$ cat config.mk
export PLATFORM = sky130hd
export DESIGN_NAME = dtw_sqrt
export DESIGN_NICKNAME = d
export VERILOG_FILES = /design/src/rtl/dtw_pkg.sv /design/src/rtl/dtw_sqrt.sv
export SDC_FILE = /design/constraint.sdc
export NUM_CORES = 1
export LEC_CHECK = 0
export BUFFER_PORTS_ARGS = -buffer_cell sky130_fd_sc_hd__buf_4
export CELL_PAD_IN_SITES_DETAIL_PLACEMENT = 1
export CELL_PAD_IN_SITES_GLOBAL_PLACEMENT = 1
export CORE_ASPECT_RATIO = 1.75
export CORE_MARGIN = 8
export CORE_UTILIZATION = 45
export CTS_CLUSTER_DIAMETER = 80
export DETAILED_ROUTE_END_ITERATION = 6
export PLACE_DENSITY_LB_ADDON = 0.1
export SETUP_SLACK_MARGIN = 0.3
export SYNTH_ARGS = -nofsm -noshare
export SYNTH_HDL_FRONTEND = slang
export SYNTH_SLANG_ARGS = --single-unit
$ cat constraint.sdc
create_clock -name clk -period 3.6 [get_ports clk]
set_input_delay 0.18 -clock clk [delete_from_list [all_inputs] [get_ports clk]]
set_output_delay 0.18 -clock clk [all_outputs]
set_load 0.005 [all_outputs]
$ cat src/rtl/dtw_pkg.sv
// shared types and constants of the dtw distance engine
package dtw_pkg;

  // function codes of an input item
  localparam logic FUNC_LOAD  = 1'b0;
  localparam logic FUNC_QUERY = 1'b1;

  // fixed payload widths of the channels
  localparam int IN_SAMPLE_W = 16;
  localparam int OUT_SQ_W    = 48;
  localparam int OUT_RT_W    = 24;

  // tag that travels with a query sample along the cell chain
  typedef struct packed {
    logic valid;
    logic first;
    logic last;
  } dtw_tag_t;

endpackage

$ cat src/rtl/dtw_sqrt.sv
// iterative floor square root, one result bit per cycle
module dtw_sqrt #(
  parameter int ACC_WIDTH = 48
) (
  input  logic                         clk,
  input  logic                         rst_n,
  input  logic                         start,
  input  logic [ACC_WIDTH-1:0]         value,
  output logic                         done,
  output logic [(ACC_WIDTH+1)/2-1:0]   root
);
  import dtw_pkg::*;

  localparam int RT_W  = (ACC_WIDTH + 1) / 2;
  localparam int RAD_W = 2 * RT_W;
  localparam int CNT_W = $clog2(RT_W + 1);

  logic             busy_r;
  logic             done_r;
  logic [CNT_W-1:0] cnt_r;
  logic [RAD_W-1:0] rad_r;
  logic [RT_W:0]    rem_r;
  logic [RT_W-1:0]  root_r;

  logic [RT_W+1:0]  rem_sh;
  logic [RT_W+1:0]  trial;
  logic [RT_W+1:0]  rem_diff;
  logic [RT_W:0]    rem_nxt;
  logic [RT_W-1:0]  root_nxt;

  // one digit: bring down two bits, try subtracting 4*root+1
  always_comb begin
    rem_sh   = {rem_r[RT_W-1:0], rad_r[RAD_W-1 -: 2]};
    trial    = {root_r, 2'b01};
    rem_diff = rem_sh - trial;
    if (rem_sh >= trial) begin
      rem_nxt  = rem_diff[RT_W:0];
      root_nxt = {root_r[RT_W-2:0], 1'b1};
    end else begin
      rem_nxt  = rem_sh[RT_W:0];
      root_nxt = {root_r[RT_W-2:0], 1'b0};
    end
  end

  // iteration control
  always_ff @(posedge clk) begin
    if (!rst_n) begin
      busy_r <= 1'b0;
      done_r <= 1'b0;
      cnt_r  <= '0;
    end else begin
      done_r <= 1'b0;
      if (start) begin
        busy_r <= 1'b1;
        cnt_r  <= CNT_W'(RT_W);
      end else if (busy_r) begin
        cnt_r <= cnt_r - CNT_W'(1);
        if (cnt_r == CNT_W'(1)) begin
          busy_r <= 1'b0;
          done_r <= 1'b1;
        end
      end
    end
  end

  // radicand, remainder and root
  always_ff @(posedge clk) begin
    if (start) begin
      rad_r  <= RAD_W'(value);
      rem_r  <= '0;
      root_r <= '0;
    end else if (busy_r) begin
      rad_r  <= {rad_r[RAD_W-3:0], 2'b00};
      rem_r  <= rem_nxt;
      root_r <= root_nxt;
    end
  end

  assign done = done_r;
  assign root = root_r;

endmodule

Word-level counts from Yosys, hierarchy flattened
Cells that the tools add are included.
{"block": "word_totals", "ff_bits": 103, "in_bits": 51, "out_inout_bits": 25, "elab_cells": 26}
{"block": "op_classes", "n_addsub": 2, "n_lt_le_gt_ge": 1, "n_eq_ne": 1, "mux": 10, "n_bitwise": 2, "n_reduce_logical": 3}
{"op": "$mux 48", "count": 2}
{"op": "$ge 26x26->1", "count": 1}
{"op": "$mux 24", "count": 1}
{"op": "$sub 24x24->24", "count": 1}
{"op": "$mux 5", "count": 2}
{"op": "$eq 5x1->1 const B", "count": 1}
{"op": "$mux 1", "count": 5}
{"op": "$sub 5x1->5 const B", "count": 1}
{"op": "$reduce_or 3->1", "count": 1}
{"op": "$not 1->1", "count": 2}
{"op": "$reduce_bool 2->1", "count": 1}
{"op": "$reduce_or 2->1", "count": 1}

Logic depth before layout (Yosys ltp)
Gate-level depths: netlist of the first run.
{"block": "logic_depth", "word_depth": 4, "mapped_depth": 12, "mapped_depth_nobuf": 10}

Worst setup path before layout of the first run
No wires, ideal clock.
{"block": "synth_path", "path_type": "reg-to-reg", "from": "register root_r[4], in the netlist root[4]", "to": "register rem_r[23]", "setup_time_ns": 0.132, "arrival_ns": 2.345, "t_required_ns": 3.468, "setup_slack_ns": 1.123, "path_stages_with_launch": 11, "path_buffers": 0, "synth_period_minus_slack_ns": 2.477, "path_cell_list": "dfxtp_1 inv_1 ha_1 and4_1 and3_4 a221oi_4 o221ai_2 a2111oi_1 a21oi_1 mux2i_1 a21oi_1"}
{"block": "synth_between", "elab_chain_len": 2, "word_cells_on_any_way": 3, "cone_classes": "add/sub: 1; order compare: 1; mux: 1"}
{"element": "start: declaration", "line_no": "dtw_sqrt.sv:23", "text": "logic [RT_W-1:0] root_r;"}
{"element": "start signal: assignment", "line_no": "dtw_sqrt.sv:75", "text": "root_r <= root_nxt;"}
{"element": "$sub 24x24->24 or $ge 26x26->1 (tied branches)", "line_no": "dtw_sqrt.sv:35, dtw_sqrt.sv:36"}
{"element": "$mux 24 *", "line_no": "dtw_sqrt.sv:36", "text": "if (rem_sh >= trial) begin"}
{"element": "end signal: assignment", "line_no": "dtw_sqrt.sv:74", "text": "rem_r <= rem_nxt;"}
{"element": "end: declaration", "line_no": "dtw_sqrt.sv:22", "text": "logic [RT_W:0] rem_r;"}
Mark *: on every way between the ends. The rest lies on a longest branch, timed or not.
A chain may end at the register's enable or synchronous reset.

Worst setup path in the final report of the first run
{"block": "layout_path", "from": "register root_r[1], in the netlist root[1]", "to": "register rem_r[23]"}
Same word-level chain as after synthesis.

==> flow_summary_export.csv, run 1 <==
group,metric,value,unit
job,cap_violations,0,
global_routing,grt_pass1_wl,21400,microns
final_layout,n_antenna_cell,0,
final_layout,final_cell_area,6540,sq um
die,die_y,165,microns
critical_path,r2r_slack,810,ps
synthesis,ys_seq_area_frac,0.445,
pwr,power_density,674,nW/um^2
place,gp_congestion,0.839,
clock_network,clockRootBuffer,"clkbuf_16",
critical_path,crit_type,"reg -> reg",
sta,timing.final.crit_share,0.774,
critical_path,cpPeakStageDelay,420,ps
synthesis,async_flop_share,0,
drt,num_vias,4088,
clock_network,ctsResizeCount,0,
critical_path,r2r-start,"root[1]",
clock_network,hold_buffers,0,
sta,hold_viol_final,0,
sta,setup_violations,0,
synthesis,synth_ff_type,"dfxtp_1",
synthesis,syn_nets,634,
sta,worst_slew_margin_rel,0.389,
critical_path,worstPathArrival,3010,ps
global_routing,grt_pass1_vias,4546,
critical_path,endpoint_kind,"register",
drt,drc_errors,0,
die,die_w,101,microns
drt,dr.pass1.iters,4,
critical_path,worstSetupEndpoint,"rem_r[23]",
synthesis,synth_area_per_cell,10.3,sq um
place,portBuffers,75,
sta,worst_pin_slew,917,ps
clock_network,path_clk_slew,80,ps
drt,drt_iter0_markers,121,
sta,finalMaxSlewViolations,0,
die,design.core.area,12400,sq um
clock_network,htree_levels,3,
synthesis,synth_area_leaders,"edfxtp_1 25%, dfxtp_1 19%, mux2_2 9.1%",
place,dp_cells,755,
status,status,"finished, final reports clean",
synthesis,syn-cell-area,5720,sq um
clock_network,clock_path_buffers,2,
critical_path,worst_path_most_repeated_cell,"a21oi_1",
global_routing,overflow,0,
synthesis,synth_top_area_frac,0.252,
clock_network,cts_setup_buffers,0,
place,place_area,6240,sq um
die,die-area,16700,sq um
die,pin_count,76,
sta,max_freq,359,MHz
min_path,worstHoldStart,"rst_n",
final_layout,fin_util,0.526,
global_routing,grtUsageTotal,0.161,
synthesis,ys_types,54,
final_layout,drive_gt1_frac,0.260,
sta,fin_skew,6.98,ps
critical_path,slowest_stage,"a2111oi_1",
critical_path,reg2reg_depth,10,
sta,setup_tns,0,ps
drt,ant_nets,0,
critical_path,startpoint_type,"register",
final_layout,multiInputGateArea,2750,sq um
final_layout,final_cell_mix,"82 x buf_4, 71 x nor2_1, 54 x dfxtp_1",
synthesis,synth_top_area_cell,"edfxtp_1",
synthesis,yosys_register_bits,103,
synthesis,ys_warn_count,0,
pwr,ir_drop,0.394,mV
synthesis,synth_edf_count,48,
global_routing,antenna_found_initial,0,
clock_network,cts_buffers,9,
clock_network,cts.sinks,103,
critical_path,path_cells,"inv_1 > ha_1 > nor3_1 > a211oi_2 > a221oi_4 > o221ai_2 > a2111oi_1 > a21oi_1 > mux2i_1 > a21oi_1",
final_layout,final_common_cell,"buf_4",
final_layout,area_growth,14.3,%
sta,min_period,2790,ps
pwr,p_leak,2.64,nW
drt,drt_wl_total,12500,microns
clock_network,cts_tree,"done",
clock_network,clk-insertion-delay-late,350,ps
final_layout,nets,677,
die,initial_core_util,0.460,
die,row_count,54,
place,dpl_worst_slack,793,ps
min_path,hp-class,"in -> reg",
final_layout,fillers,1440,
final_layout,ff_latch_area,2540,sq um
drt,wl_per_cell,16.3,microns
sta,setup_ws,815,ps
synthesis,syn_inst,555,
place,dp_hpwl,9100,microns
critical_path,r2r_end,"rem_r[23]",
drt,vias_per_cell,5.30,
critical_path,startpoint,"root[1]",
sta,rsz0062_at_grt,"no",
critical_path,required,3830,ps
final_layout,fin_cells,771,
critical_path,path_max_fanout,5,
global_routing,grt_max_degree,74,
## flip-flops by register name (all words and copies together) (netlist names)
signal and cells:
rad_r 48, root 24, cnt_r 5, busy_r 1
done 1, rem_r 24
## layer usage
metal | share of wire | global-route usage
met2 | 0.52 | 0.287
met5 | 0 | 0
met4 | 0.018 | 0.0579
met1 | 0.40 | 0.169
met3 | 0.059 | 0.0542
## stage by stage
step / power [mW] / hold WS [ps]
CTS: 4.47 / 38.9
floorplan: 3.10 / 298
global route: 4.73 / 49.2
detailed placement: 3.47 / 418
global placement: 3.41 / 411
finish: 4.41 / 50.7
## final cells by class
type | instances | area share
Clock buffer | 10 | 0.0350
Clock inverter | 6 | 0.00957
Inverter | 34 | 0.0195
Multi-Input combinational cell | 368 | 0.420
Sequential cell | 103 | 0.389
Tap cell | 168 | 0.0322
Timing Repair Buffer | 82 | 0.0942
## critical path, delay by kind of cell, from the launching register on
kind	cells	cell delay (ps)
AO/OA/AOI/OAI	6	1380
AND/OR/NAND/NOR	1	290
multiplexers	1	190
adder cells (fa/ha/maj)	1	370
buffers and inverters	1	60
flip-flops	1	380
## cell families (layout without fill, tap and decap cells)
logic type      after synthesis  after routing  share of synthesized area
compound gates              106            106                      0.129
simple gates                135            135                      0.111
buf+inv                      84            132                     0.0749
mux                          78             78                      0.147
xor+xnor                     21             21                     0.0322
fa+ha+maj                    28             28                     0.0613
flops                       103            103                      0.445
## Yosys cell counts, types with 3 or more instances
cell / number
nand2_1: 18
clkbuf_1: 13
nor2b_1: 5
nand2b_1: 4
ha_1: 28
edfxtp_1: 48
a311oi_1: 3
o21ai_0: 15
buf_1: 7
nor3_1: 12
a21oi_1: 34
o21a_1: 5
mux2i_1: 32
nor2_1: 71
a21o_1: 9
xnor2_1: 13
buf_4: 25
mux2_2: 46
nand3_1: 4
xor2_1: 8
nand4_1: 6
dfxtp_1: 55
inv_1: 33
a211oi_1: 21
## power by group
part | leakage, nW | internal, mW | switching (mW)
sequential | 0.933 | 1.37 | 0.0838
combinational | 1.56 | 0.859 | 1.11
clock | 0.143 | 0.490 | 0.489
total | 2.64 | 2.72 | 1.68
## worst min path at each step
| stage | slack, ps | end | cells after the start |
|---|---|---|---|
| finish | 50 | cnt_r[4] | 2 |
| global placement | 410 | cnt_r[4] | 2 |
| floorplan | 300 | cnt_r[3] | 1 |
| CTS | 40 | cnt_r[4] | 2 |
| detailed placement | 420 | cnt_r[4] | 2 |
| global route | 50 | cnt_r[3] | 2 |
Power figures use the tool's default switching activity.
==> run 2, diff against run 1 <==
Settings changed: ABC_AREA set to 1, CORE_UTILIZATION 45 to 42.
Clock period 3.6 ns to 2.75 ns, I/O delays scaled along.
==> flow_summary_export.csv, run 2 <==
group,metric,value,unit
status,status,"finished, final reports clean",
critical_path,worst_path_most_repeated_cell,"nand2_1",
global_routing,grt_max_degree,73,
critical_path,endpoint_kind,"register",
die,design.core.area,14200,sq um
synthesis,ys_seq_area_frac,0.420,
sta,whs,18.8,ps
synthesis,ys_types,35,
sta,finalMaxSlewViolations,0,
critical_path,startpoint_type,"register",
synthesis,synth_most_common_cell,"nand2_1",
final_layout,fin_cells,1086,
drt,ant_nets,0,
final_layout,n_antenna_cell,0,
job,cap_violations,0,
place,gp_congestion,0.949,
critical_path,crit_type,"reg -> reg",
global_routing,grtUsageTotal,0.198,
die,die_y,175,microns
drt,drt_wl_total,18700,microns
sta,worst_slew_margin_rel,0.651,
global_routing,grt_pass1_wl,29300,microns
clock_network,htree_levels,3,
clock_network,cts_tree,"done",
final_layout,largest_reg_flops,48,
drt,dr.pass1.iters,6,
sta,hold_viol_final,0,
final_layout,final_common_cell,"nand2_1",
min_path,hp-class,"in -> reg",
synthesis,synth_top_area_cell,"edfxtp_1",
die,initial_core_util,0.426,
sta,fin_skew,12.4,ps
sta,rsz0062_at_grt,"no",
critical_path,path_cells,"ha_2 > nand2_1 > nor2_2 > nand2_2 > nor2_2 > nand2_1 > nand3_2 > nor2_4 > buf_12 > buf_4 > nand4_1 > nand2_1 > nor2_1 > nor2_1",
clock_network,cts.sinks,103,
clock_network,clockRootBuffer,"clkbuf_16",
drt,num_vias,5600,
final_layout,drive_gt1_frac,0.146,
global_routing,overflow,0,
die,row_count,58,
critical_path,slowest_stage,"ha_2",
sta,setup_violations,0,
synthesis,synth_commonest_cells,"355 x nand2_1, 109 x inv_1, 55 x dfxtp_1, 51 x nor2_1, 48 x edfxtp_1",
sta,min_period,2340,ps
final_layout,regMostFlops,"rad_r",
die,pin_count,76,
drt,drc_errors,0,
synthesis,synth_ff_type,"dfxtp_1",
sta,worst_pin_slew,523,ps
final_layout,nets,980,
synthesis,syn_inst,850,
global_routing,antenna_found_initial,0,
clock_network,cts_buffers,9,
synthesis,async_flop_share,0,
place,dp_cells,1066,
synthesis,ys_warn_count,0,
critical_path,path_max_fanout,7,
synthesis,syn-cell-area,6060,sq um
critical_path,cpPeakStageDelay,430,ps
sta,max_freq,427,MHz
die,die_w,107,microns
critical_path,required,3010,ps
synthesis,yosys_register_bits,103,
clock_network,clk-insertion-delay-late,360,ps
clock_network,path_clk_slew,80,ps
synthesis,synth_area_per_cell,7.13,sq um
global_routing,grt_pass1_vias,5994,
drt,vias_per_cell,5.16,
clock_network,clock_path_buffers,2,
sta,timing.final.crit_share,0.851,
place,dp_hpwl,14000,microns
final_layout,final_cell_mix,"352 x nand2_1, 109 x inv_1, 83 x buf_4",
final_layout,area_growth,17.0,%
drt,drt_iter0_markers,177,
drt,wl_per_cell,17.2,microns
die,die-area,18700,sq um
synthesis,synth_edf_count,48,
place,portBuffers,75,
sta,setup_tns,0,ps
synthesis,synth_top_area_frac,0.238,
synthesis,synth_area_leaders,"edfxtp_1 24%, nand2_1 22%, dfxtp_1 18%",
synthesis,syn_nets,929,
critical_path,worstPathArrival,2600,ps
==> run 2: cell types whose count changed after synthesis, sizes merged, moves of 7 or more <==
cell	delta
o21ai	-7
nor2	-16
nand4	+7
a21oi	-9
nand3	+34
a21o	-9
mux2	-46
o22ai	+22
nor3	-7
a211oi	-23
inv	+81
mux2i	-32
nand2	+340
==> run 2: routing by layer <==
layer  global-route usage  share of wire  wire [microns]  vias up
li1                     -              -               -     2769
met1                0.192           0.37            7000     2660
met2                0.368           0.54           10000      124
met3               0.0361          0.037             684       47
met4                0.126          0.053             990        0
met5                    0              0               0        -
==> run 2: critical path: cells and delay by family, from the launching register on <==
family,cells,cell delay [ps]
simple gates,11,1100
buf+inv,2,290
flops,1,390
fa+ha+maj,1,430
==> run 2: logic make-up (layout without fill, tap and decap cells) <==
logic type,after synthesis,count (layout),share of synthesized area
buffers and inverters,161,215,0.117
xor gates and xnor gates,11,11,0.0159
adders and majority gates,28,28,0.0578
and+or+nand+nor,476,478,0.320
DFF,103,103,0.420
AOI/OAI and AO/OA,71,71,0.0696
==> run 2: worst paths after layout <==
kind                  start  slack [ps]        end  cells after the start
setup reg to reg  rem_r[12]         410  rem_r[19]                     14
setup / recovery  rem_r[12]         410  rem_r[19]                     14
hold reg to reg   rem_r[23]         480  rem_r[23]                      2
hold / removal        start          20  rem_r[20]                      2
==> run 2: repair_timing <==
| item | 4_1_cts | 5_1_grt |
|---|---|---|
| gates resized for setup | 1 | 15 |
| gates cloned | 0 | 2 |
| setup endpoints to repair | 25 | 25 |
| hold buffers | 0 | 0 |
| buffers inserted | 1 | 1 |
| pin swaps | 2 | 2 |
==> run 2: layout make-up <==
cell class	count	area, sq um
multi-input cells	588	2900
clock buffers	9	225
inverters	114	428
fillers	1862	7130
repair buffers	85	663
flip-flops and latches	103	2540
well taps	180	225
clock inverters	7	108
==> run 2: metrics by stage <==
stage	setup WS, ps	utilization	instance area [sq um]
floorplan	779	-	6060
global placement	274	0.467	6640
detailed placement	228	0.467	6640
CTS	355	0.491	6990
global route	293	0.498	7090
finish	409	0.498	7090
Power of run 2 is not shown: default switching activity piles up to over one toggle a cycle in this logic, so the estimate is an artifact.
