**config.mk**
```make
export PLATFORM = sky130hd
export DESIGN_NAME = dtw_cell
export DESIGN_NICKNAME = d
export VERILOG_FILES = /design/src/rtl/dtw_pkg.sv /design/src/rtl/dtw_cell.sv
export SDC_FILE = /design/constraint.sdc
export NUM_CORES = 1
export LEC_CHECK = 0
export BUFFER_PORTS_ARGS = -buffer_cell sky130_fd_sc_hd__buf_2
export CORE_MARGIN = 2
export CORE_UTILIZATION = 39
export CTS_CLUSTER_DIAMETER = 30
export DETAILED_ROUTE_END_ITERATION = 7
export GPL_TIMING_DRIVEN = 1
export PLACE_DENSITY = 0.6
export SLEW_MARGIN = 10
export SYNTH_ARGS = -nofsm -noshare
export SYNTH_HDL_FRONTEND = slang
export SYNTH_SLANG_ARGS = --single-unit
```
**constraint.sdc**
```tcl
create_clock -name clk -period 26.9 [get_ports clk]
set_input_delay 8.07 -clock clk [delete_from_list [all_inputs] [get_ports clk]]
set_output_delay 8.07 -clock clk [all_outputs]
set_load 0.005 [all_outputs]
```
**src/rtl/dtw_pkg.sv**
```systemverilog
// shared types and constants of the dtw distance engine
package dtw_pkg;

  // function codes of an input item
  localparam logic FUNC_LOAD  = 1'b0;
  localparam logic FUNC_QUERY = 1'b1;

  // fixed payload widths of the channels
  localparam int IN_SAMPLE_W = 16;
  localparam int OUT_SQ_W    = 48;
  localparam int OUT_RT_W    = 24;

  // tag that travels with a query sample along the cell chain
  typedef struct packed {
    logic valid;
    logic first;
    logic last;
  } dtw_tag_t;

endpackage

```
**src/rtl/dtw_cell.sv**
```systemverilog
// one column of the warping matrix: stored reference sample and running cost
module dtw_cell #(
  parameter int SAMPLE_WIDTH = 16,
  parameter int ACC_WIDTH    = 48
) (
  input  logic                    clk,
  input  logic                    rst_n,
  input  logic                    ref_we,
  input  logic [SAMPLE_WIDTH-1:0] ref_data,
  input  logic                    en,
  input  logic [ACC_WIDTH-1:0]    diag_init,
  input  dtw_pkg::dtw_tag_t       tag_in,
  input  logic [SAMPLE_WIDTH-1:0] x_in,
  input  logic [ACC_WIDTH-1:0]    left_in,
  output dtw_pkg::dtw_tag_t       tag_a,
  output logic [SAMPLE_WIDTH-1:0] x_a,
  output dtw_pkg::dtw_tag_t       tag_b,
  output logic [ACC_WIDTH-1:0]    cost
);
  import dtw_pkg::*;

  localparam int SQ_W  = 2 * SAMPLE_WIDTH;
  localparam int SUM_W = ((ACC_WIDTH > SQ_W) ? ACC_WIDTH : SQ_W) + 1;
  localparam logic [ACC_WIDTH-1:0] ACC_MAX = {ACC_WIDTH{1'b1}};

  logic [SAMPLE_WIDTH-1:0] ref_r;
  dtw_tag_t                tag_a_r;
  logic [SAMPLE_WIDTH-1:0] x_a_r;
  dtw_tag_t                tag_b_r;
  logic [SQ_W-1:0]         sq_r;
  logic [ACC_WIDTH-1:0]    cost_r;
  logic [ACC_WIDTH-1:0]    diag_r;

  logic signed [SAMPLE_WIDTH:0] diff;
  logic [SAMPLE_WIDTH:0]        mag_w;
  logic [SAMPLE_WIDTH-1:0]      mag;
  logic [SQ_W-1:0]              sq_nxt;
  logic [ACC_WIDTH-1:0]         up;
  logic [ACC_WIDTH-1:0]         dg;
  logic [ACC_WIDTH-1:0]         best;
  logic [SUM_W-1:0]             sum;
  logic [ACC_WIDTH-1:0]         cell_val;

  // stage a: squared difference of the query sample and the stored sample
  always_comb begin
    diff   = $signed({x_a_r[SAMPLE_WIDTH-1], x_a_r}) - $signed({ref_r[SAMPLE_WIDTH-1], ref_r});
    mag_w  = diff[SAMPLE_WIDTH] ? -diff : diff;
    mag    = mag_w[SAMPLE_WIDTH-1:0];
    sq_nxt = SQ_W'(mag) * SQ_W'(mag);
  end

  // stage b: min of up, left and diagonal plus the square, saturating
  always_comb begin
    up   = tag_b_r.first ? ACC_MAX : cost_r;
    dg   = tag_b_r.first ? diag_init : diag_r;
    best = up;
    if (left_in < best) begin
      best = left_in;
    end
    if (dg < best) begin
      best = dg;
    end
    sum      = SUM_W'(best) + SUM_W'(sq_r);
    cell_val = (sum > SUM_W'(ACC_MAX)) ? ACC_MAX : sum[ACC_WIDTH-1:0];
  end

  // tags move one cell per cycle
  always_ff @(posedge clk) begin
    if (!rst_n) begin
      tag_a_r <= '0;
      tag_b_r <= '0;
    end else begin
      tag_a_r <= tag_in;
      tag_b_r <= tag_a_r;
    end
  end

  // sample store, square and cost registers
  always_ff @(posedge clk) begin
    if (ref_we) begin
      ref_r <= ref_data;
    end
    x_a_r <= x_in;
    sq_r  <= sq_nxt;
    if (tag_b_r.valid) begin
      if (en) begin
        cost_r <= cell_val;
        diag_r <= left_in;
      end else begin
        // unused column passes the row cost on toward the chain end
        cost_r <= left_in;
      end
    end
  end

  assign tag_a = tag_a_r;
  assign x_a   = x_a_r;
  assign tag_b = tag_b_r;
  assign cost  = cost_r;

endmodule

```
* Word level (Yosys, flattened, before mapping) *
Index checks and enable logic that the tools add are counted.

storage, ports and cells
  flip-flop bits (word level) = 166
  input bits = 135
  output and inout bits = 70
  word-level logic and storage cells = 26

operators by class
  $add $sub $neg = 3
  multipliers = 1
  order comparisons = 3
  multiplexer cells = 7
  reduce and logical (&&, ||, !) cells = 1

operators with widths
  operator                                               number
  2-to-1 mux 48 bit                                      6
  < comparator 48 bit                                    2
  adder 48 x 32 -> 49 bit                                1
  > comparator 49 x 48 -> 1 bit (second input constant)  1
  multiplier 16 x 16 -> 32 bit                           1
  subtractor 16 x 16 -> 17 bit                           1
  2-to-1 mux 16 bit                                      1
  negator 16 bit                                         1
  AND reduction 2 bit                                    1

* Logic depth before layout (Yosys ltp) *
Gate-level depths: netlist of run 1.

  depth in word-level cells = 9
  depth in mapped cells = 52
  gate-level depth less buffers = 44

* Worst setup path after synthesis of run 1 *
Ideal clock, no wire load.

  kind = input -> register
  start point = input left_in[23]
  end point = register cost_r[35] (netlist: cost[35]), data pin
  setup time = 0.261 ns
  arrival time = 16.392 ns
  required time = 26.639 ns
  slack = 10.248 ns
  cell stages on the path = 41
  path buffers = 11
  path through = ha_1 a21oi_1 o21ai_0 a221oi_1 o32ai_2 nor3_4 buf_2 buf_2 buf_1 clkbuf_1 mux2_2 ha_1 nand4_1 nor3_1 nand4_1 nor4_1 a211o_1 buf_2 (+5 left out) ha_1 ha_1 a21o_1 a21oi_1 o211ai_1 a31oi_1 nand3_1 a22oi_1 a211oi_1 o211ai_1 a22oi_2 nor3b_4 a31o_1 buf_6 inv_2 buf_6 nand3_1 o311a_1

between the ends
  cells in the longest elaborated chain, start to end = 8

ends and longest elaborated chain
  element                        line            RTL
  start: declaration             dtw_cell.sv:14  input logic [ACC_WIDTH-1:0] left_in,
  < comparator 48 bit            dtw_cell.sv:57  if (left_in < best) begin
  2-to-1 mux 48 bit (*)          dtw_cell.sv:57
  < comparator 48 bit            dtw_cell.sv:60  if (dg < best) begin
  2-to-1 mux 48 bit (*)          dtw_cell.sv:60
  adder 48 x 32 -> 49 bit (*)    dtw_cell.sv:63  sum = SUM_W'(best) + SUM_W'(sq_r);
  > comparator 49 x 48 -> 1 bit  dtw_cell.sv:64  cell_val = (sum > SUM_W'(ACC_MAX)) ? ACC_MAX : sum[ACC_WIDTH-1:0];
  2-to-1 mux 48 bit (*)          dtw_cell.sv:64
  2-to-1 mux 48 bit (*)          dtw_cell.sv:86  if (en) begin
  end signal: assignment         dtw_cell.sv:87  cost_r <= cell_val;
  end signal: assignment         dtw_cell.sv:91  cost_r <= left_in;
  end: declaration               dtw_cell.sv:31  logic [ACC_WIDTH-1:0] cost_r;

Every way passes the cells marked *; elsewhere a longest branch is shown, timed or not.
A chain may end at the register's enable or synchronous reset.

* Worst setup path after layout of run 1 *
  start point = input left_in[14]
  end point = register cost_r[47] (netlist: cost[47]), data pin

The elaborated chain is that of the path after synthesis.

==> impl_metrics.yaml, run 1 <==
worst_setup_path:
  cp-end-kind: "flop"
  criticalPathCategory: "input port to flop"
  r2r_start: "tag_b[1]$_SDFF_PN0_"
  critPathMostFrequentCell: "ha_1"
  critPathLaunchType: "input port"
  slowest_delay_ns: 0.74
  crit_fanout: 45
  ff2ff_setup_slack_ns: 15.10
  cp.required_ns: 27.10
  reg2regPathDepth: 36
  regToRegEndpoint: "cost[47]$_DFFE_PP_"
  critPathSlowestCell: "nor3_4"
  cp.arrival_ns: 18.14
logic_synthesis:
  yosys-top-cells-area: "edfxtp_1, fa_1, ha_1"
  synth_edf_count: 112
  synth.distinct_cells: 73
  synth_top_family_by_area: "adder cells"
  synthCells: 1958
  synth-compound-area-share_pct: 11.33
  synth_top_cell_by_area: "edfxtp_1"
  synth_fp_nets: 2500
  ys_seq_area_share_pct: 23.50
  synthArstFlopShare_pct: 0
  post-synth-top-area-fraction_pct: 17.87
  ys.flop_type: "edfxtp_1"
  yosys_warnings: 0
  syn_avg_cell_area_sq_um: 9.615
  synthesis.area_sq_um: 18830
  ys_ff_latch: 165
  synthAdderAreaFrac_pct: 33.63
  synth-xor-area-share_pct: 4.652
  muxShareOfSynthArea_pct: 7.902
  synth_simple_gate_area_share_pct: 11.14
layout:
  final_common_cell: "inv_1"
  drive_gt1_share_pct: 15.96
  final_cell_mix: "inv_1, ha_1, buf_2"
  area.growth.synth_to_final_pct: 12.10
  diodes: 0
  final_nets: 2690
  nFillCells: 4624
  instances_no_fill: 2776
timing:
  relSlewSlack_pct: 29.58
  period_minus_slack_ns: 17.94
  min_period_over_period_pct: 66.70
  setup_viol: 0
  grt_setup_unrepaired: "false"
  fmax_ghz: 0.05573
  hold_viol_final: 0
  setup_tns_ns: 0
  finalWorstSetupSlack_ns: 8.957
  skew_ns: 0.02689
  drv_slew: 0
  worstMarginPinSlew_ns: 1.053
floorplanning:
  fp.dieW_um: 223.7
  die_area_sq_um: 50040
  core_area_sq_um: 47650
  num_rows: 80
  io_pins: 205
  initial_core_util_pct: 39.51
  fp.dieH_um: 223.7
cts:
  cts_max_path_buffers: 2
  root_buffer: "clkbuf_16"
  clock-sinks: 165
  postCtsSetupBuffers: 0
  htree_levels: 4
  cts_resized: 0
  cts_buffers: 17
  clk_latency_ns: 0.49
  cts_tree: "built"
  cts.reportedPaths.clkPinSlew_ns: 0.07
  ctsHoldBuffers: 0
detailed_routing:
  drt-pass1-iter-count: 7
  drt_iter0_drc: 767
  ant_nets: 0
  via_per_inst: 5.205
  via_count: 14450
  wl_per_cell_um: 17.70
  wirelength_mm: 49.12
  drcViolationCount: 0
global_routing:
  grt_pass1_wl_mm: 78.30
  grt_max_degree: 54
  grt_overflow: 0
  antenna_found_initial: 0
  grt_use_total_pct: 19.94
  grt_pass1_vias: 15009
worst_hold_path:
  min_path_type: "flop to flop"
  worstHoldPathCells: 1
  holdPathEnd: "tag_b[1]$_SDFF_PN0_"
  hold_start: "tag_a[1]$_SDFF_PN0_"
placement:
  pre_cts_slack_ns: 8.494
  hpwl_mm: 40.46
  gp_congestion: 0.8987
  portBuffers: 204
  dp_cells: 2744
job:
  drv_cap: 0
outcome:
  status: "finished, final reports clean"
## layout make-up
| class | instances | area, sq um | share of cell area, % |
|---|---|---|---|
| inverter | 333 | 1250 | 5.923 |
| clock inverter | 11 | 87.58 | 0.4150 |
| timing repair buffer | 220 | 1141 | 5.407 |
| sequential | 165 | 4429 | 20.99 |
| tap | 615 | 769.5 | 3.646 |
| multi-input combinational | 1411 | 12940 | 61.34 |
| clock buffer | 21 | 481.7 | 2.283 |
## cells by family after synthesis
kind of cell,Yosys count
buffers and inverters,382
AND/OR/NAND/NOR,441
multiplexers,142
flip-flops,165
XOR/XNOR,100
adder cells (fa/ha/maj),407
AO/OA/AOI/OAI,321
## cells in the mapped netlist (all sizes together) (7+ instances only)
library cell    n
nor3           26
o211ai          8
o21bai         10
nor2b           8
mux2i          92
fa            165
edfxtp        112
and2           12
a31oi          12
nor2          193
inv           332
nand2          73
o21ai          47
a211oi         13
and3            9
nor4            7
ha            242
xor2           35
a22oi          39
xnor2          65
clkbuf         30
dfxtp          53
nand3          21
mux2           50
nand2b         16
o21a           14
a21o           38
nand4          28
a21oi          91
or2            26
o31ai           7
buf            19
## flip-flops by register name, indices dropped and copies added (netlist names)
name    count
diag_r     48
tag_b       3
x_a        16
tag_a       3
cost       48
ref_r      16
sq_r       31
## worst max-delay path by stage
stage	cells after the start	end	from	slack [ns]
finish	35	cost[47]$_DFFE_PP_	left_in[14]	8.96
global route	35	cost[47]$_DFFE_PP_	left_in[14]	8.46
CTS	35	cost[47]$_DFFE_PP_	left_in[14]	8.98
detailed placement	35	cost[47]$_DFFE_PP_	left_in[14]	8.49
global placement	35	cost[47]$_DFFE_PP_	left_in[14]	8.56
floorplan	41	cost[35]$_DFFE_PP_	left_in[23]	10.25
## worst max-delay path: cells and delay by family
family          cells  cell delay (ns)
compound gates     20             5.22
mux                 1             0.46
simple gates        7             1.72
buf+inv             3             1.51
fa+ha+maj           4             1.12
## stage by stage
stage                     util, %  hold slack, ns  cell area, sq um
final                       44.29          0.4684             21100
after detailed placement    43.09          0.4553             20530
after CTS                   44.29          0.4786             21100
after global routing        44.29          0.4884             21100
after global placement      43.09          0.4423             20530
after floorplan                 -          0.4586             18830
## metal layers
metal / GRT usage (%) / wire length [um] / up-vias
met5: 0 / 0 / -
met4: 6.624 / 1194 / 0
met3: 3.017 / 2080 / 59
met2: 34.99 / 24010 / 371
met1: 25.10 / 21840 / 6969
li1: - / - / 7051
Power of run 1 is not shown: default switching activity piles up to over one toggle a cycle in this logic, so the estimate is an artifact.
==> run 2: changes to the inputs <==
Clock period 26.9 ns to 17.91 ns, I/O delays scaled along.
==> impl_metrics.yaml, run 2 (same netlist as run 1, synthesis figures left out) <==
worst_setup_path:
  critPathMostFrequentCell: "ha_1"
  criticalPathCategory: "input port to flop"
  critPathSlowestCell: "inv_2"
  cp-end-kind: "flop"
  ff2ff_setup_slack_ns: 6.00
  cp.arrival_ns: 15.57
  slowest_delay_ns: 0.77
  crit_fanout: 45
  cp.required_ns: 18.12
  critPathLaunchType: "input port"
timing:
  min_period_over_period_pct: 85.77
  fmax_ghz: 0.06510
  worstMarginPinSlew_ns: 0.9806
  setup_viol: 0
  grt_setup_unrepaired: "false"
  period_minus_slack_ns: 15.36
  skew_ns: 0.01872
  drv_slew: 0
  setup_tns_ns: 0
  relSlewSlack_pct: 34.57
  hold_viol_final: 0
global_routing:
  grt_pass1_vias: 14684
  grt_max_degree: 62
  grt_pass1_wl_mm: 77.40
  grt_use_total_pct: 19.90
  grt_overflow: 0
  antenna_found_initial: 0
layout:
  diodes: 0
  nFillCells: 4624
  final_common_cell: "inv_1"
  drive_gt1_share_pct: 16.06
  multi_input_area_sq_um: 12940
  final_cell_mix: "inv_1, ha_1, buf_2"
  final_nets: 2690
  seq_area_sq_um: 4429
  area.growth.synth_to_final_pct: 12.40
cts:
  postCtsSetupBuffers: 0
  ctsHoldBuffers: 0
  cts_tree: "built"
  cts.reportedPaths.clkPinSlew_ns: 0.08
  htree_levels: 4
  clk_latency_ns: 0.50
  cts_resized: 0
  root_buffer: "clkbuf_16"
  clock-sinks: 165
  cts_max_path_buffers: 2
  cts_buffers: 17
floorplanning:
  initial_core_util_pct: 39.51
  io_pins: 205
  core_area_sq_um: 47650
  fp.dieH_um: 223.7
  num_rows: 80
  fp.dieW_um: 223.7
  die_area_sq_um: 50040
placement:
  hpwl_mm: 40.06
  gp_congestion: 0.8948
  portBuffers: 204
detailed_routing:
  drcViolationCount: 0
  drt_iter0_drc: 913
  wirelength_mm: 48.87
  drt-pass1-iter-count: 5
  ant_nets: 0
  via_per_inst: 5.182
  wl_per_cell_um: 17.60
  via_count: 14384
job:
  drv_cap: 0
outcome:
  status: "finished, final reports clean"
worst_hold_path:
  min_path_type: "flop to flop"
## run 2: critical path, delay by kind of cell
kind            cells  cell delay (ns)
compound gates     20             5.28
buf+inv             3             1.53
fa+ha+maj           4             1.12
simple gates        7             1.73
mux                 1             0.48
## run 2: final cells by class
class | count | area share [%]
timing repair buffer | 220 | 5.393
sequential | 165 | 20.93
tap | 615 | 3.637
multi-input combinational | 1411 | 61.17
clock inverter | 15 | 0.9461
inverter | 333 | 5.907
clock buffer | 17 | 2.011
## run 2: stage by stage
step                      worst slack (ns)  instance area [sq um]  util [%]  hold slack, ns  std cells
after floorplan                      3.955                  18830         -          0.4586       1958
after global placement               2.249                  20530     43.09          0.4422       2744
after detailed placement             2.153                  20530     43.09          0.4529       2744
after CTS                            2.687                  21160     44.41          0.4751       2776
after global routing                 2.062                  21160     44.41          0.4920       2776
final                                2.548                  21160     44.41          0.4685       2776
## run 2: final timing paths
path                       startpoint                   to  cells past startpoint
hold / removal    tag_a[0]$_SDFF_PN0_  tag_b[0]$_SDFF_PN0_                      1
setup reg to reg  tag_b[1]$_SDFF_PN0_   cost[47]$_DFFE_PP_                     36
hold reg to reg   tag_a[0]$_SDFF_PN0_  tag_b[0]$_SDFF_PN0_                      1
setup / recovery          left_in[14]   cost[47]$_DFFE_PP_                     35
## run 2: layer usage
| metal | global-route usage (%) | share of wire (%) | up-vias | wire length (um) |
|---|---|---|---|---|
| li1 | - | - | 7063 | - |
| met1 | 25.11 | 44 | 6899 | 21710 |
| met2 | 34.32 | 48 | 362 | 23610 |
| met3 | 3.082 | 4.3 | 60 | 2125 |
| met4 | 7.613 | 2.9 | 0 | 1426 |
| met5 | 0 | 0 | - | 0 |
Power of run 2 is left out for the same reason.
==> run 3: changes to the inputs <==
Settings changed: PLACE_DENSITY 0.6 to 0.62.
Clock period 17.91 ns to 12.7 ns, I/O delays scaled along.
==> impl_metrics.yaml, run 3 (same netlist as run 1, synthesis figures left out) <==
worst_setup_path:
  cp-end-kind: "flop"
  critPathSlowestCell: "a221oi_1"
  r2r_start: "x_a[0]$_DFF_P_"
  worstSetupStartpoint: "left_in[23]"
  cp.arrival_ns: 12.13
  cp.required_ns: 13.01
  crit_fanout: 16
  criticalPathCategory: "input port to flop"
  slowest_delay_ns: 0.79
  critPathLaunchType: "input port"
layout:
  finish.utilization_pct: 45.02
  nFillCells: 4582
  drive_gt1_share_pct: 17.11
  area.growth.synth_to_final_pct: 13.93
  final_nets: 2721
  final_common_cell: "inv_1"
  final_cell_mix: "inv_1, ha_1, buf_2"
  diodes: 0
global_routing:
  grt_pass1_wl_mm: 79.88
  grt_overflow: 0
  antenna_found_initial: 0
  grt_max_degree: 71
  grt_pass1_vias: 15170
  grt_use_total_pct: 20.49
floorplanning:
  num_rows: 80
  die_area_sq_um: 50040
  core_area_sq_um: 47650
  io_pins: 205
  fp.dieW_um: 223.7
  fp.dieH_um: 223.7
  initial_core_util_pct: 39.51
cts:
  cts_buffers: 17
  clock-sinks: 165
  ctsHoldBuffers: 0
  cts_max_path_buffers: 2
  htree_levels: 4
  postCtsSetupBuffers: 0
  root_buffer: "clkbuf_16"
  cts_tree: "built"
  clk_latency_ns: 0.49
  cts_resized: 0
  cts.reportedPaths.clkPinSlew_ns: 0.07
timing:
  hold_viol_final: 0
  fmax_ghz: 0.08459
  relSlewSlack_pct: 34.87
  drv_slew: 0
  worstMarginPinSlew_ns: 0.9769
  grt_setup_unrepaired: "false"
  skew_ns: 0.01383
  hold_ws_ns: 0.4569
  period_minus_slack_ns: 11.82
  setup_viol: 0
  min_period_over_period_pct: 93.08
detailed_routing:
  wl_met1_mm: 22.33
  drt-pass1-iter-count: 5
  route.met2.wl_mm: 23.49
  drcViolationCount: 0
  dr.max_layer_used: "met4"
  wl_per_cell_um: 17.85
  via_per_inst: 5.195
  drt_iter0_drc: 811
  routed-wl-met3_mm: 2.851
  wirelength_mm: 50.10
  via_count: 14583
  ant_nets: 0
outcome:
  status: "finished, final reports clean"
worst_hold_path:
  min_path_type: "flop to flop"
  hold_start: "tag_a[0]$_SDFF_PN0_"
placement:
  gp_congestion: 0.9073
  portBuffers: 204
  hpwl_mm: 41.10
job:
  drv_cap: 0
==> run 3: cell count changes in the layout (fill, tap and decap cells not counted), moves of 2 or more <==
cell and change:
buf_12 +3, bufinv_16 +4, inv_6 -2, clkbuf_1 +4
clkinv_8 -5, buf_4 +28, inv_8 -4
==> run 3: layout make-up <==
type / count / area [sq um] / area share [%]
Clock buffer: 21 / 440.4 / 2.053
Clock inverter: 11 / 197.7 / 0.9217
Inverter: 333 / 1250 / 5.828
Multi-Input combinational cell: 1411 / 12950 / 60.38
Sequential cell: 165 / 4429 / 20.65
Tap cell: 615 / 769.5 / 3.588
Timing Repair Buffer: 251 / 1411 / 6.580
==> run 3: critical path: cells and delay by family <==
| kind | cells | cell delay (ns) |
|---|---|---|
| multiplexers | 2 | 0.52 |
| adder cells (fa/ha/maj) | 3 | 0.99 |
| AO/OA/AOI/OAI | 19 | 4.70 |
| AND/OR/NAND/NOR | 5 | 0.93 |
| buffers and inverters | 7 | 1.16 |
==> run 3: per-stage QoR <==
stage,instance area [sq um],cells,setup slack [ns],TNS [ns]
finish,21450,2807,0.8785,0
global route,21450,2807,0.4027,0
CTS,21390,2802,0.05078,0
detailed placement,20750,2770,-0.5110,-19.54
global placement,20750,2770,-0.4722,-18.70
floorplan,18830,1958,0.3078,0
==> run 3: final timing paths <==
check                   endpoint  slack (ns)  cells after the start
max           cost[26]$_DFFE_PP_        0.88                     36
min          tag_b[0]$_SDFF_PN0_        0.46                      1
max reg2reg     sq_r[31]$_DFF_P_        2.23                     44
min reg2reg  tag_b[0]$_SDFF_PN0_        0.46                      1
==> run 3: layer usage <==
layer | global-route usage, % | vias to the layer above
met1 | 26.59 | 6972
met5 | 0 | -
li1 | - | 7105
met4 | 7.183 | 0
met3 | 3.909 | 74
met2 | 34.18 | 432
Power of run 3 is left out for the same reason.
